### src/hdl/pdd_pkg.sv
// ============================================================================
// pdd_pkg: shared types and constants for the PID differential drive
// Field widths, register codes, reset values and the structs that carry
// configuration and per-sample PID terms between the front and back parts.
// ============================================================================
package pdd_pkg;

  // Field widths
  localparam int GAIN_W     = 24;
  localparam int SPEED_W    = 8;
  localparam int POS_W      = 13;
  localparam int LIMIT_W    = 16;
  localparam int ERR_W      = POS_W + 1;
  localparam int INT_W      = 18;
  localparam int DER_W      = ERR_W + 1;
  localparam int IDX_W      = 3;
  localparam int CFG_DATA_W = GAIN_W;

  // Defaults for top-level parameters
  localparam int FRAC_BITS_DFLT   = 16;
  localparam int QUEUE_DEPTH_DFLT = 2;

  // Register reset values
  localparam logic [GAIN_W-1:0]  KP_RESET     = GAIN_W'(4260);
  localparam logic [GAIN_W-1:0]  KI_RESET     = GAIN_W'(0);
  localparam logic [GAIN_W-1:0]  KD_RESET     = GAIN_W'(4915);
  localparam logic [SPEED_W-1:0] BASE_RESET   = SPEED_W'(50);
  localparam logic [SPEED_W-1:0] MAX_RESET    = SPEED_W'(80);
  localparam logic [POS_W-1:0]   TARGET_RESET = POS_W'(3500);
  localparam logic [LIMIT_W-1:0] LIMIT_RESET  = LIMIT_W'(3000);

  // Register index codes
  typedef enum logic [IDX_W-1:0] {
    REG_KP_GAIN         = 3'd0,
    REG_KI_GAIN         = 3'd1,
    REG_KD_GAIN         = 3'd2,
    REG_BASE_SPEED      = 3'd3,
    REG_MAX_SPEED       = 3'd4,
    REG_TARGET_POSITION = 3'd5,
    REG_INTEGRAL_LIMIT  = 3'd6
  } cfg_reg_t;

  // Live configuration
  typedef struct packed {
    logic [GAIN_W-1:0]  kp_gain;
    logic [GAIN_W-1:0]  ki_gain;
    logic [GAIN_W-1:0]  kd_gain;
    logic [SPEED_W-1:0] base_speed;
    logic [SPEED_W-1:0] max_speed;
    logic [POS_W-1:0]   target_position;
    logic [LIMIT_W-1:0] integral_limit;
  } pdd_cfg_t;

  // PID terms of one sample, front to back
  typedef struct packed {
    logic signed [ERR_W-1:0] err;
    logic signed [INT_W-1:0] integ;
    logic signed [DER_W-1:0] deriv;
  } pdd_terms_t;

  // One motor command
  typedef struct packed {
    logic               fwd;
    logic [SPEED_W-1:0] duty;
  } pdd_motor_t;

endpackage

### src/hdl/pdd_front.sv
// ============================================================================
// pdd_front: sample intake and PID state
// Forms the error, the clamped integral and the derivative for each accepted
// sample, updates the state and pushes the terms into the queue.
// ============================================================================
module pdd_front (
  input  logic                        clk,
  input  logic                        rst_n,
  input  pdd_pkg::pdd_cfg_t           cfg,
  input  logic                        in_valid,
  output logic                        in_stall,
  input  logic [pdd_pkg::POS_W-1:0]   in_line_position,
  input  logic                        q_full,
  output logic                        q_push,
  output pdd_pkg::pdd_terms_t         q_push_data
);
  import pdd_pkg::*;

  logic signed [ERR_W-1:0] prev_err_r, prev_err_nxt;
  logic signed [INT_W-1:0] integ_r, integ_nxt;
  logic signed [ERR_W-1:0] err;
  logic signed [INT_W:0]   integ_sum;
  logic signed [INT_W:0]   lim;
  logic signed [DER_W-1:0] deriv;

  // Back-pressure only from a full queue
  assign in_stall = q_full;
  assign q_push   = in_valid && !q_full;

  // Error, clamped integral, derivative
  always_comb begin
    err       = $signed({1'b0, cfg.target_position}) - $signed({1'b0, in_line_position});
    integ_sum = (INT_W+1)'(integ_r) + (INT_W+1)'(err);
    lim       = $signed((INT_W+1)'(cfg.integral_limit));
    if (integ_sum > lim) begin
      integ_nxt = INT_W'(lim);
    end else if (integ_sum < -lim) begin
      integ_nxt = INT_W'(-lim);
    end else begin
      integ_nxt = INT_W'(integ_sum);
    end
    deriv        = DER_W'(err) - DER_W'(prev_err_r);
    prev_err_nxt = err;
  end

  assign q_push_data = '{err: err, integ: integ_nxt, deriv: deriv};

  // State update per transfer
  always_ff @(posedge clk) begin
    if (!rst_n) begin
      prev_err_r <= '0;
      integ_r    <= '0;
    end else if (q_push) begin
      prev_err_r <= prev_err_nxt;
      integ_r    <= integ_nxt;
    end
  end

endmodule

### src/hdl/pdd_queue.sv
// ============================================================================
// pdd_queue: short term queue between front and back
// Register-based FIFO of PID terms; lets either side stall on its own.
// ============================================================================
module pdd_queue #(
  parameter int DEPTH = pdd_pkg::QUEUE_DEPTH_DFLT
) (
  input  logic                clk,
  input  logic                rst_n,
  input  logic                push,
  input  pdd_pkg::pdd_terms_t push_data,
  output logic                full,
  output logic                pop_valid,
  input  logic                pop_take,
  output pdd_pkg::pdd_terms_t pop_data
);
  import pdd_pkg::*;

  localparam int PTR_W = (DEPTH > 1) ? $clog2(DEPTH) : 1;
  localparam int CNT_W = $clog2(DEPTH + 1);

  pdd_terms_t         mem_r [DEPTH];
  logic [PTR_W-1:0]   wr_ptr_r, wr_ptr_nxt;
  logic [PTR_W-1:0]   rd_ptr_r, rd_ptr_nxt;
  logic [CNT_W-1:0]   count_r, count_nxt;
  logic               pop;

  assign full      = (count_r == CNT_W'(DEPTH));
  assign pop_valid = (count_r != '0);
  assign pop       = pop_valid && pop_take;
  assign pop_data  = mem_r[rd_ptr_r];

  // Pointer wrap and fill count
  always_comb begin
    wr_ptr_nxt = wr_ptr_r;
    rd_ptr_nxt = rd_ptr_r;
    if (push) begin
      wr_ptr_nxt = (wr_ptr_r == PTR_W'(DEPTH - 1)) ? '0 : wr_ptr_r + PTR_W'(1);
    end
    if (pop) begin
      rd_ptr_nxt = (rd_ptr_r == PTR_W'(DEPTH - 1)) ? '0 : rd_ptr_r + PTR_W'(1);
    end
    case ({push, pop})
      2'b10:   count_nxt = count_r + CNT_W'(1);
      2'b01:   count_nxt = count_r - CNT_W'(1);
      default: count_nxt = count_r;
    endcase
  end

  always_ff @(posedge clk) begin
    if (!rst_n) begin
      wr_ptr_r <= '0;
      rd_ptr_r <= '0;
      count_r  <= '0;
    end else begin
      wr_ptr_r <= wr_ptr_nxt;
      rd_ptr_r <= rd_ptr_nxt;
      count_r  <= count_nxt;
    end
  end

  // Storage, no reset
  always_ff @(posedge clk) begin
    if (push) begin
      mem_r[wr_ptr_r] <= push_data;
    end
  end

endmodule

### src/hdl/pdd_back.sv
// ============================================================================
// pdd_back: drive computation and motor command pipeline
// Stage 1 multiplies the terms by the gains, stage 2 sums the drive,
// stage 3 forms base plus and minus drive, stage 4 truncates, saturates and
// splits each command into direction and duty in the output register.
// ============================================================================
module pdd_back #(
  parameter int FRAC_BITS = pdd_pkg::FRAC_BITS_DFLT
) (
  input  logic                        clk,
  input  logic                        rst_n,
  input  pdd_pkg::pdd_cfg_t           cfg,
  input  logic                        q_valid,
  output logic                        q_take,
  input  pdd_pkg::pdd_terms_t         q_data,
  output logic                        out_valid,
  input  logic                        out_stall,
  output logic                        out_left_forward,
  output logic [pdd_pkg::SPEED_W-1:0] out_left_duty,
  output logic                        out_right_forward,
  output logic [pdd_pkg::SPEED_W-1:0] out_right_duty
);
  import pdd_pkg::*;

  localparam int KP_PW = GAIN_W + 1 + ERR_W;
  localparam int KI_PW = GAIN_W + 1 + INT_W;
  localparam int KD_PW = GAIN_W + 1 + DER_W;
  localparam int DRV_W = KI_PW + 2;
  localparam int BASE_W = SPEED_W + FRAC_BITS + 1;
  localparam int MOT_W = ((BASE_W > DRV_W) ? BASE_W : DRV_W) + 1;

  // Stage valids and handshake chain
  logic s1_v_r, s2_v_r, s3_v_r, out_v_r;
  logic s1_rdy, s2_rdy, s3_rdy, out_rdy;

  // Stage payloads
  logic signed [KP_PW-1:0] s1_pkp_r;
  logic signed [KI_PW-1:0] s1_pki_r;
  logic signed [KD_PW-1:0] s1_pkd_r;
  logic signed [DRV_W-1:0] s2_drive_r;
  logic signed [MOT_W-1:0] s3_left_r, s3_right_r;
  pdd_motor_t              out_left_r, out_right_r;

  logic signed [MOT_W-1:0] base_fx;
  pdd_motor_t              left_nxt, right_nxt;

  // Truncate toward zero, saturate, split into direction and duty
  function automatic pdd_motor_t motor_out(input logic signed [MOT_W-1:0] v,
                                           input logic [SPEED_W-1:0] bound);
    logic               neg;
    logic [MOT_W-1:0]   mag;
    logic [MOT_W-1:0]   whole;
    logic [SPEED_W-1:0] sat;
    pdd_motor_t         m;
    neg   = v[MOT_W-1];
    mag   = neg ? MOT_W'(-v) : MOT_W'(v);
    whole = mag >> FRAC_BITS;
    sat   = (whole > MOT_W'(bound)) ? bound : whole[SPEED_W-1:0];
    m.fwd  = !(neg && (sat != '0));
    m.duty = sat;
    return m;
  endfunction

  assign out_rdy = !out_v_r || !out_stall;
  assign s3_rdy  = !s3_v_r || out_rdy;
  assign s2_rdy  = !s2_v_r || s3_rdy;
  assign s1_rdy  = !s1_v_r || s2_rdy;
  assign q_take  = s1_rdy;

  always_comb begin
    base_fx   = $signed(MOT_W'(cfg.base_speed) << FRAC_BITS);
    left_nxt  = motor_out(s3_left_r, cfg.max_speed);
    right_nxt = motor_out(s3_right_r, cfg.max_speed);
  end

  // Valid bits
  always_ff @(posedge clk) begin
    if (!rst_n) begin
      s1_v_r  <= 1'b0;
      s2_v_r  <= 1'b0;
      s3_v_r  <= 1'b0;
      out_v_r <= 1'b0;
    end else begin
      if (s1_rdy)  s1_v_r  <= q_valid;
      if (s2_rdy)  s2_v_r  <= s1_v_r;
      if (s3_rdy)  s3_v_r  <= s2_v_r;
      if (out_rdy) out_v_r <= s3_v_r;
    end
  end

  // Stage 1: gain products
  always_ff @(posedge clk) begin
    if (s1_rdy && q_valid) begin
      s1_pkp_r <= KP_PW'($signed({1'b0, cfg.kp_gain})) * KP_PW'(q_data.err);
      s1_pki_r <= KI_PW'($signed({1'b0, cfg.ki_gain})) * KI_PW'(q_data.integ);
      s1_pkd_r <= KD_PW'($signed({1'b0, cfg.kd_gain})) * KD_PW'(q_data.deriv);
    end
  end

  // Stage 2: drive sum
  always_ff @(posedge clk) begin
    if (s2_rdy && s1_v_r) begin
      s2_drive_r <= DRV_W'(s1_pkp_r) + DRV_W'(s1_pki_r) + DRV_W'(s1_pkd_r);
    end
  end

  // Stage 3: differential motor sums
  always_ff @(posedge clk) begin
    if (s3_rdy && s2_v_r) begin
      s3_left_r  <= base_fx + MOT_W'(s2_drive_r);
      s3_right_r <= base_fx - MOT_W'(s2_drive_r);
    end
  end

  // Stage 4: output register
  always_ff @(posedge clk) begin
    if (out_rdy && s3_v_r) begin
      out_left_r  <= left_nxt;
      out_right_r <= right_nxt;
    end
  end

  assign out_valid         = out_v_r;
  assign out_left_forward  = out_left_r.fwd;
  assign out_left_duty     = out_left_r.duty;
  assign out_right_forward = out_right_r.fwd;
  assign out_right_duty    = out_right_r.duty;

endmodule

### src/hdl/pid_differential_drive.sv
// ============================================================================
// pid_differential_drive: PID line-follower steering block
// Turns line-position samples into left and right motor direction and duty.
//
//   channel  direction  handshake        payload
//   in_      input      valid / stall    line_position
//   out_     output     valid / stall    left/right forward, left/right duty
//   cfg_     input      valid / ready    index, data (always ready)
//
// One sample per cycle sustained while the output is not stalled; the PID
// state updates in the front in the cycle of the transfer. Results pass the
// queue, then the multiply, sum, differential and saturate stages.
// Synchronous active-low reset clears the PID state, the queue and all
// valids, and loads the register defaults. Output stall holds the pipeline;
// the input stalls only once the queue (two entries by default) has filled.
// ============================================================================
module pid_differential_drive #(
  parameter int FRAC_BITS   = pdd_pkg::FRAC_BITS_DFLT,
  parameter int QUEUE_DEPTH = pdd_pkg::QUEUE_DEPTH_DFLT
) (
  input  logic                           clk,
  input  logic                           rst_n,
  input  logic                           in_valid,
  output logic                           in_stall,
  input  logic [pdd_pkg::POS_W-1:0]      in_line_position,
  output logic                           out_valid,
  input  logic                           out_stall,
  output logic                           out_left_forward,
  output logic [pdd_pkg::SPEED_W-1:0]    out_left_duty,
  output logic                           out_right_forward,
  output logic [pdd_pkg::SPEED_W-1:0]    out_right_duty,
  input  logic                           cfg_valid,
  output logic                           cfg_ready,
  input  logic [pdd_pkg::IDX_W-1:0]      cfg_index,
  input  logic [pdd_pkg::CFG_DATA_W-1:0] cfg_data
);
  import pdd_pkg::*;

  pdd_cfg_t   cfg_r, cfg_nxt;
  logic       q_push, q_full, q_valid, q_take;
  pdd_terms_t q_push_data, q_data;

  // Register writes; unknown index is ignored
  assign cfg_ready = 1'b1;

  always_comb begin
    cfg_nxt = cfg_r;
    if (cfg_valid) begin
      unique case (cfg_reg_t'(cfg_index))
        REG_KP_GAIN:         cfg_nxt.kp_gain         = cfg_data[GAIN_W-1:0];
        REG_KI_GAIN:         cfg_nxt.ki_gain         = cfg_data[GAIN_W-1:0];
        REG_KD_GAIN:         cfg_nxt.kd_gain         = cfg_data[GAIN_W-1:0];
        REG_BASE_SPEED:      cfg_nxt.base_speed      = cfg_data[SPEED_W-1:0];
        REG_MAX_SPEED:       cfg_nxt.max_speed       = cfg_data[SPEED_W-1:0];
        REG_TARGET_POSITION: cfg_nxt.target_position = cfg_data[POS_W-1:0];
        REG_INTEGRAL_LIMIT:  cfg_nxt.integral_limit  = cfg_data[LIMIT_W-1:0];
        default:             cfg_nxt = cfg_r;
      endcase
    end
  end

  always_ff @(posedge clk) begin
    if (!rst_n) begin
      cfg_r <= '{kp_gain: KP_RESET, ki_gain: KI_RESET, kd_gain: KD_RESET,
                 base_speed: BASE_RESET, max_speed: MAX_RESET,
                 target_position: TARGET_RESET, integral_limit: LIMIT_RESET};
    end else begin
      cfg_r <= cfg_nxt;
    end
  end

  // Front: intake and PID state
  pdd_front u_front (
    .clk              (clk),
    .rst_n            (rst_n),
    .cfg              (cfg_r),
    .in_valid         (in_valid),
    .in_stall         (in_stall),
    .in_line_position (in_line_position),
    .q_full           (q_full),
    .q_push           (q_push),
    .q_push_data      (q_push_data)
  );

  // Queue between front and back
  pdd_queue #(
    .DEPTH (QUEUE_DEPTH)
  ) u_queue (
    .clk       (clk),
    .rst_n     (rst_n),
    .push      (q_push),
    .push_data (q_push_data),
    .full      (q_full),
    .pop_valid (q_valid),
    .pop_take  (q_take),
    .pop_data  (q_data)
  );

  // Back: drive and motor commands
  pdd_back #(
    .FRAC_BITS (FRAC_BITS)
  ) u_back (
    .clk               (clk),
    .rst_n             (rst_n),
    .cfg               (cfg_r),
    .q_valid           (q_valid),
    .q_take            (q_take),
    .q_data            (q_data),
    .out_valid         (out_valid),
    .out_stall         (out_stall),
    .out_left_forward  (out_left_forward),
    .out_left_duty     (out_left_duty),
    .out_right_forward (out_right_forward),
    .out_right_duty    (out_right_duty)
  );

endmodule

### config.mk
export PLATFORM = sky130hd
export DESIGN_NAME = pid_differential_drive
export DESIGN_NICKNAME = d
export VERILOG_FILES = /design/src/hdl/pdd_pkg.sv /design/src/hdl/pdd_front.sv /design/src/hdl/pdd_queue.sv /design/src/hdl/pdd_back.sv /design/src/hdl/pid_differential_drive.sv
export SDC_FILE = /design/constraint.sdc
export NUM_CORES = 2
export LEC_CHECK = 0
export CAP_MARGIN = 20
export CORE_ASPECT_RATIO = 0.7
export CORE_MARGIN = 2
export CORE_UTILIZATION = 25
export CTS_CLUSTER_DIAMETER = 80
export DETAILED_ROUTE_END_ITERATION = 12
export DONT_BUFFER_PORTS = 1
export MAX_ROUTING_LAYER = met4
export PLACE_DENSITY = 0.47
export SETUP_SLACK_MARGIN = 0.15
export SYNTH_ARGS = -nofsm -noshare
export SYNTH_HDL_FRONTEND = slang
export SYNTH_HIERARCHICAL = 1
export SYNTH_SLANG_ARGS = --single-unit
### constraint.sdc
create_clock -name clk -period 14.2 [get_ports clk]
set_input_delay 2.13 -clock clk [delete_from_list [all_inputs] [get_ports clk]]
set_output_delay 2.13 -clock clk [all_outputs]
set_load 0.01 [all_outputs]
After elaboration in Yosys (flattened, before gate mapping) --
Memory sizes are Yosys's and may differ from the RTL's. A register that Yosys moved wholly into a read port is not among the register bits. Index checks and enable logic that the tools add are counted.
Word-level totals: memories 1, bits of input ports 45, output and inout bits 21, ROM bits 0, memory bits (writable) 94, register bits 434, latch bits 0, word-level logic and storage cells 101
Memory list:
- u_queue.mem_r | depth 2, width 47, read ports 1, clocked after memory_dff 1, write ports 1, RTL line pdd_queue.sv:22 | pdd_terms_t mem_r [DEPTH];
Cells by class: order comparisons 4, muxes and demuxes 13, multipliers 3, bitwise operators 0, equal/unequal tests 9, shifts and indexed selects 0, reduce and logical (&&, ||, !) cells 31, add/subtract/negate cells 14, divide/modulo/power cells 0
Operators with widths (number):
- $mux W46 | 2
- $neg A46 Y46 | 2
- $gt A30 B8 Y1 | 2
- $add A25 B45 Y46 | 1
- $sub A25 B45 Y46 | 1
- $add A44 B40 Y45 | 1
- $add A39 B43 Y44 | 1
- $mul A25 B18 Y43 | 1
- $mul A25 B15 Y40 | 1
- $mul A25 B14 Y39 | 1
- $mux W18 | 2
- $add A18 B14 Y19 | 1
- $gt A19 B17 Y1 | 1
- $lt A19 B19 Y1 | 1
- $neg A16 Y19 | 1
- $mux W8 | 2
- $reduce_bool A8 Y1 | 2
- $sub A14 B14 Y15 | 1
- $reduce_and A2 Y1 | 7
- $sub A13 B13 Y14 | 1
- $eq A3 B3 Y1 const B | 3
- $logic_not A1 Y1 | 8
- $logic_and A1 B1 Y1 | 7
- $eq A3 B2 Y1 const B | 2
- 11 further kinds | 22

Depth between registers and ports, before layout --
word-level depth 8, depth in mapped cells 31, mapped depth without buffers 30

Cells and area by module --
The synthesis kept the hierarchy.
By module, submodules not included:
- pdd_back | instances 1, seq. area each 8368.0 sq um, area each 52317.7 sq um, cells each 5521
- pdd_front | instances 1, seq. area each 640.6 sq um, area each 4927.2 sq um, cells each 675
- pid_differential_drive | instances 1, seq. area each 2342.2 sq um, area each 4493.1 sq um, cells each 436
- pdd_queue | instances 1, seq. area each 2922.8 sq um, area each 3611.0 sq um, cells each 169

Least setup slack after synthesis --
OpenSTA, ideal clock, no wires.
path type input -> register, start input port out_stall, end register u_back.s1_pkd_r[0], enable pin, data required time 13524 ps, data arrival time 8545 ps, cell stages on the path 3, buffers on the path 1, slack 4978 ps, library setup time 676 ps, path through and3_1 -> clkbuf_1 -> a31oi_1
On the way: longest elaborated chain between the ends 6
RTL lines:
- start: declaration | RTL line pid_differential_drive.sv:27 | input logic out_stall,
- $logic_not A1 Y1 | RTL line pdd_back.sv:64 | assign out_rdy = !out_v_r || !out_stall;
- $logic_or A1 B1 Y1 | RTL line pdd_back.sv:64
- $logic_or A1 B1 Y1 | RTL line pdd_back.sv:65 | assign s3_rdy = !s3_v_r || out_rdy;
- $logic_or A1 B1 Y1 | RTL line pdd_back.sv:66 | assign s2_rdy = !s2_v_r || s3_rdy;
- $logic_or A1 B1 Y1 | RTL line pdd_back.sv:67 | assign s1_rdy = !s1_v_r || s2_rdy;
- $logic_and A1 B1 Y1 | RTL line pdd_back.sv:93 | if (s1_rdy && q_valid) begin
- end signal: assignment | RTL line pdd_back.sv:96 | s1_pkd_r <= KD_PW'($signed({1'b0, cfg.kd_gain})) * KD_PW'(q_data.deriv);
- end: declaration | RTL line pdd_back.sv:39 | logic signed [KD_PW-1:0] s1_pkd_r;
Every way passes these cells. A chain may end at the register's enable or synchronous reset.

==> metrics <==
outcome=finished clean; post_cts resized=0; hold_buf cts=0; slowest CP cell=fa_1; WP depth=23; layout cells sized above 1=0.04344; global placement routability congestion=0.8914; initial drt markers=4003; postcts setup bufs=0; initial antenna violation count=9; clk sinks=528; die height=431.8 um; endpoint type of the worst setup path=flip-flop; clk_lat worst skew=0.69 ns; first-pass GRT wire length=313600 um; TritonCTS Buffers=55; largest net degree at the start of global routing=213; # Max-Cap Violations=0; critical path buffer and inverter count=4; Max-slew headroom=0.2101; Final Cycle Share=0.6092; Critical Path Most Common Cell=fa_1; num rows=156; worst clock skew=0.06653 ns; detailed-route wire length=207000 um; RSZ-0062 raised after global routing=no; Hold WS=0.4626 ns; hold path cells=2; crit path kind=flip-flop to flip-flop; Core ar.=259000 sq um; area growth from synthesis to layout=8.648%; post-synthesis async set-or-reset flop share=0; Final Setup Violations=0; CP peak stage delay=0.72 ns; commonest non-fill, non-tap cell in the layout=inv_1; number of synthesis warnings=6; Avg Cell Area, Syn=9.609 sq um; post-synthesis sequential area ratio=0.2184; die width=615.1 um; Main synth FF type=edfxtp_1; CP Launch Type=flip-flop; full die area=265600 sq um; final hold vios=0; CP arrival=9.06 ns; # IOs=66; Worst-Margin Slew=1.183 ns; Total GRT Usage=0.1599; Final HPWL DP=164200 um; fin cells=10180; final slew viol count=0; Via density=4.558; # H-tree levels=2; EDFF count, synth=370; Max Buffers Root-to-Sink=3; CP Max Fanout=46; clock root buffer=clkbuf_16; Cell Area, Synth=65350 sq um; clock transition at the registers of the reported paths=0.07 ns; # nets final=8205; Yosys reg bits=528; type of the tightest min-delay check=flip-flop to flip-flop; syn nets=8353; commonest cells after routing, fill and taps aside=1231 x inv_1, 947 x fa_1, 881 x nand2_1; DRT Pass-1 Iters=7; delay-heaviest family, CP=adder cells; DRC Markers=0; worst reg2reg path depth=23; vias in the first global route=47730; CP Cell Sequence=buf_4 > mux2_2 > inv_1 > nor2_1 > fa_1 > fa_1 > fa_1 > fa_1 > fa_1 > inv_1 > fa_1 > inv_1 > ha_1 > a211oi_1 > o21ai_0 > a221oi_1 > or2_2 > o2111ai_1 > a2111oi_0 > o31a_1 > o21bai_1 > a21o_1 > xor2_1; Initial Util=0.2523; CTS tree=yes; max frequency=0.1156 GHz; Final TNS setup=0 ns; total number of vias=46410; Routed WL per cell=20.33 um; ANT nets after route=0; post-placement cell count=10070; total gr overflow=0; IO buf count=0; Netlist cell types=111; Worst Path Required=14.60 ns; Final min period=8.650 ns; Post-Syn Instances=6801
==> flip-flops by register name, summed over array words and instances, names as in the netlist, named ones only <==
name,flops
u_queue/mem_r,94
cfg_r,117
u_back/out_left_forward,1
u_back/s1_v_r,1
u_queue/count_r,2
u_queue/wr_ptr_r,1
u_back/s3_left_r,46
u_queue/rd_ptr_r,1
u_back/s3_v_r,1
u_back/s2_drive_r,45
u_back/s3_right_r,45
u_back/s1_pkp_r,39
u_back/out_left_duty,8
u_front/integ_r,18
u_back/out_right_forward,1
u_back/s2_v_r,1
u_back/out_valid,1
u_back/s1_pki_r,43
u_back/s1_pkd_r,40
u_back/out_right_duty,8
u_front/prev_err_r,14
==> final timing paths <==
kind / startpoint / to / slack [ns]
setup / recovery: flip-flop / u_back/s1_pki_r[39] / 5.55
setup reg to reg: flip-flop / u_back/s1_pki_r[39] / 5.55
hold / removal: cfg_r[67] / cfg_r[67] / 0.46
hold reg to reg: cfg_r[67] / cfg_r[67] / 0.46
==> routing by layer <==
metal  vias up  track usage  part of all wire
li1      21320            -                 -
met1     23650       0.2519              0.53
met2      1329       0.2109              0.38
met3       110      0.03378             0.080
met4         0      0.01444            0.0081
met5         -            -                 0
==> through the flow <==
stage | instance area (sq um) | setup WS [ns] | util
floorplan | 65350 | 4.978 | -
global route | 70990 | 5.140 | 0.2741
global placement | 69140 | 5.715 | 0.2669
finish | 71000 | 5.550 | 0.2741
CTS | 70980 | 5.590 | 0.2741
detailed placement | 69170 | 5.624 | 0.2670
==> cell usage after synthesis, types with 93 or more instances <==
library cell  count  share of area
edfxtp_1        370           0.17
clkbuf_1        232          0.013
xnor2_1         199          0.027
a21oi_1         186          0.014
nor2b_1          93         0.0089
and2_1          475          0.045
o21ai_0         122         0.0093
nand2_1         881          0.051
inv_1          1231          0.071
ha_1            560           0.11
fa_1            947           0.29
nor2_1          260          0.015
mux2i_1         131          0.020
dfxtp_1         158          0.048
==> area by class of cell <==
cell class / count / area, sq um
Fill cell: 27460 / 188000
Multi-Input combinational cell: 4768 / 45390
Sequential cell: 528 / 14270
Inverter: 1233 / 4628
Tap cell: 3476 / 4349
Clock buffer: 63 / 1436
Timing Repair Buffer: 67 / 523.0
Clock inverter: 40 / 379.1
Antenna cell: 7 / 17.52
==> kinds of logic after synthesis <==
family	count (synthesis)	share of synthesized area
xor+xnor	266	0.03598
flops	528	0.2184
compound gates	700	0.07126
fa+ha+maj	1507	0.3973
other cells	1	0.00005738
buf+inv	1505	0.08823
simple gates	2104	0.1580
mux	190	0.03069
==> tightest hold or removal path: stages (launching register included) <==
cell	delay [ns]
dfxtp_1	0.31
nand2_1	0.05
mux2i_1	0.05
Power is not shown: default switching activity piles up to over one toggle a cycle in this logic, so the estimate is an artifact.
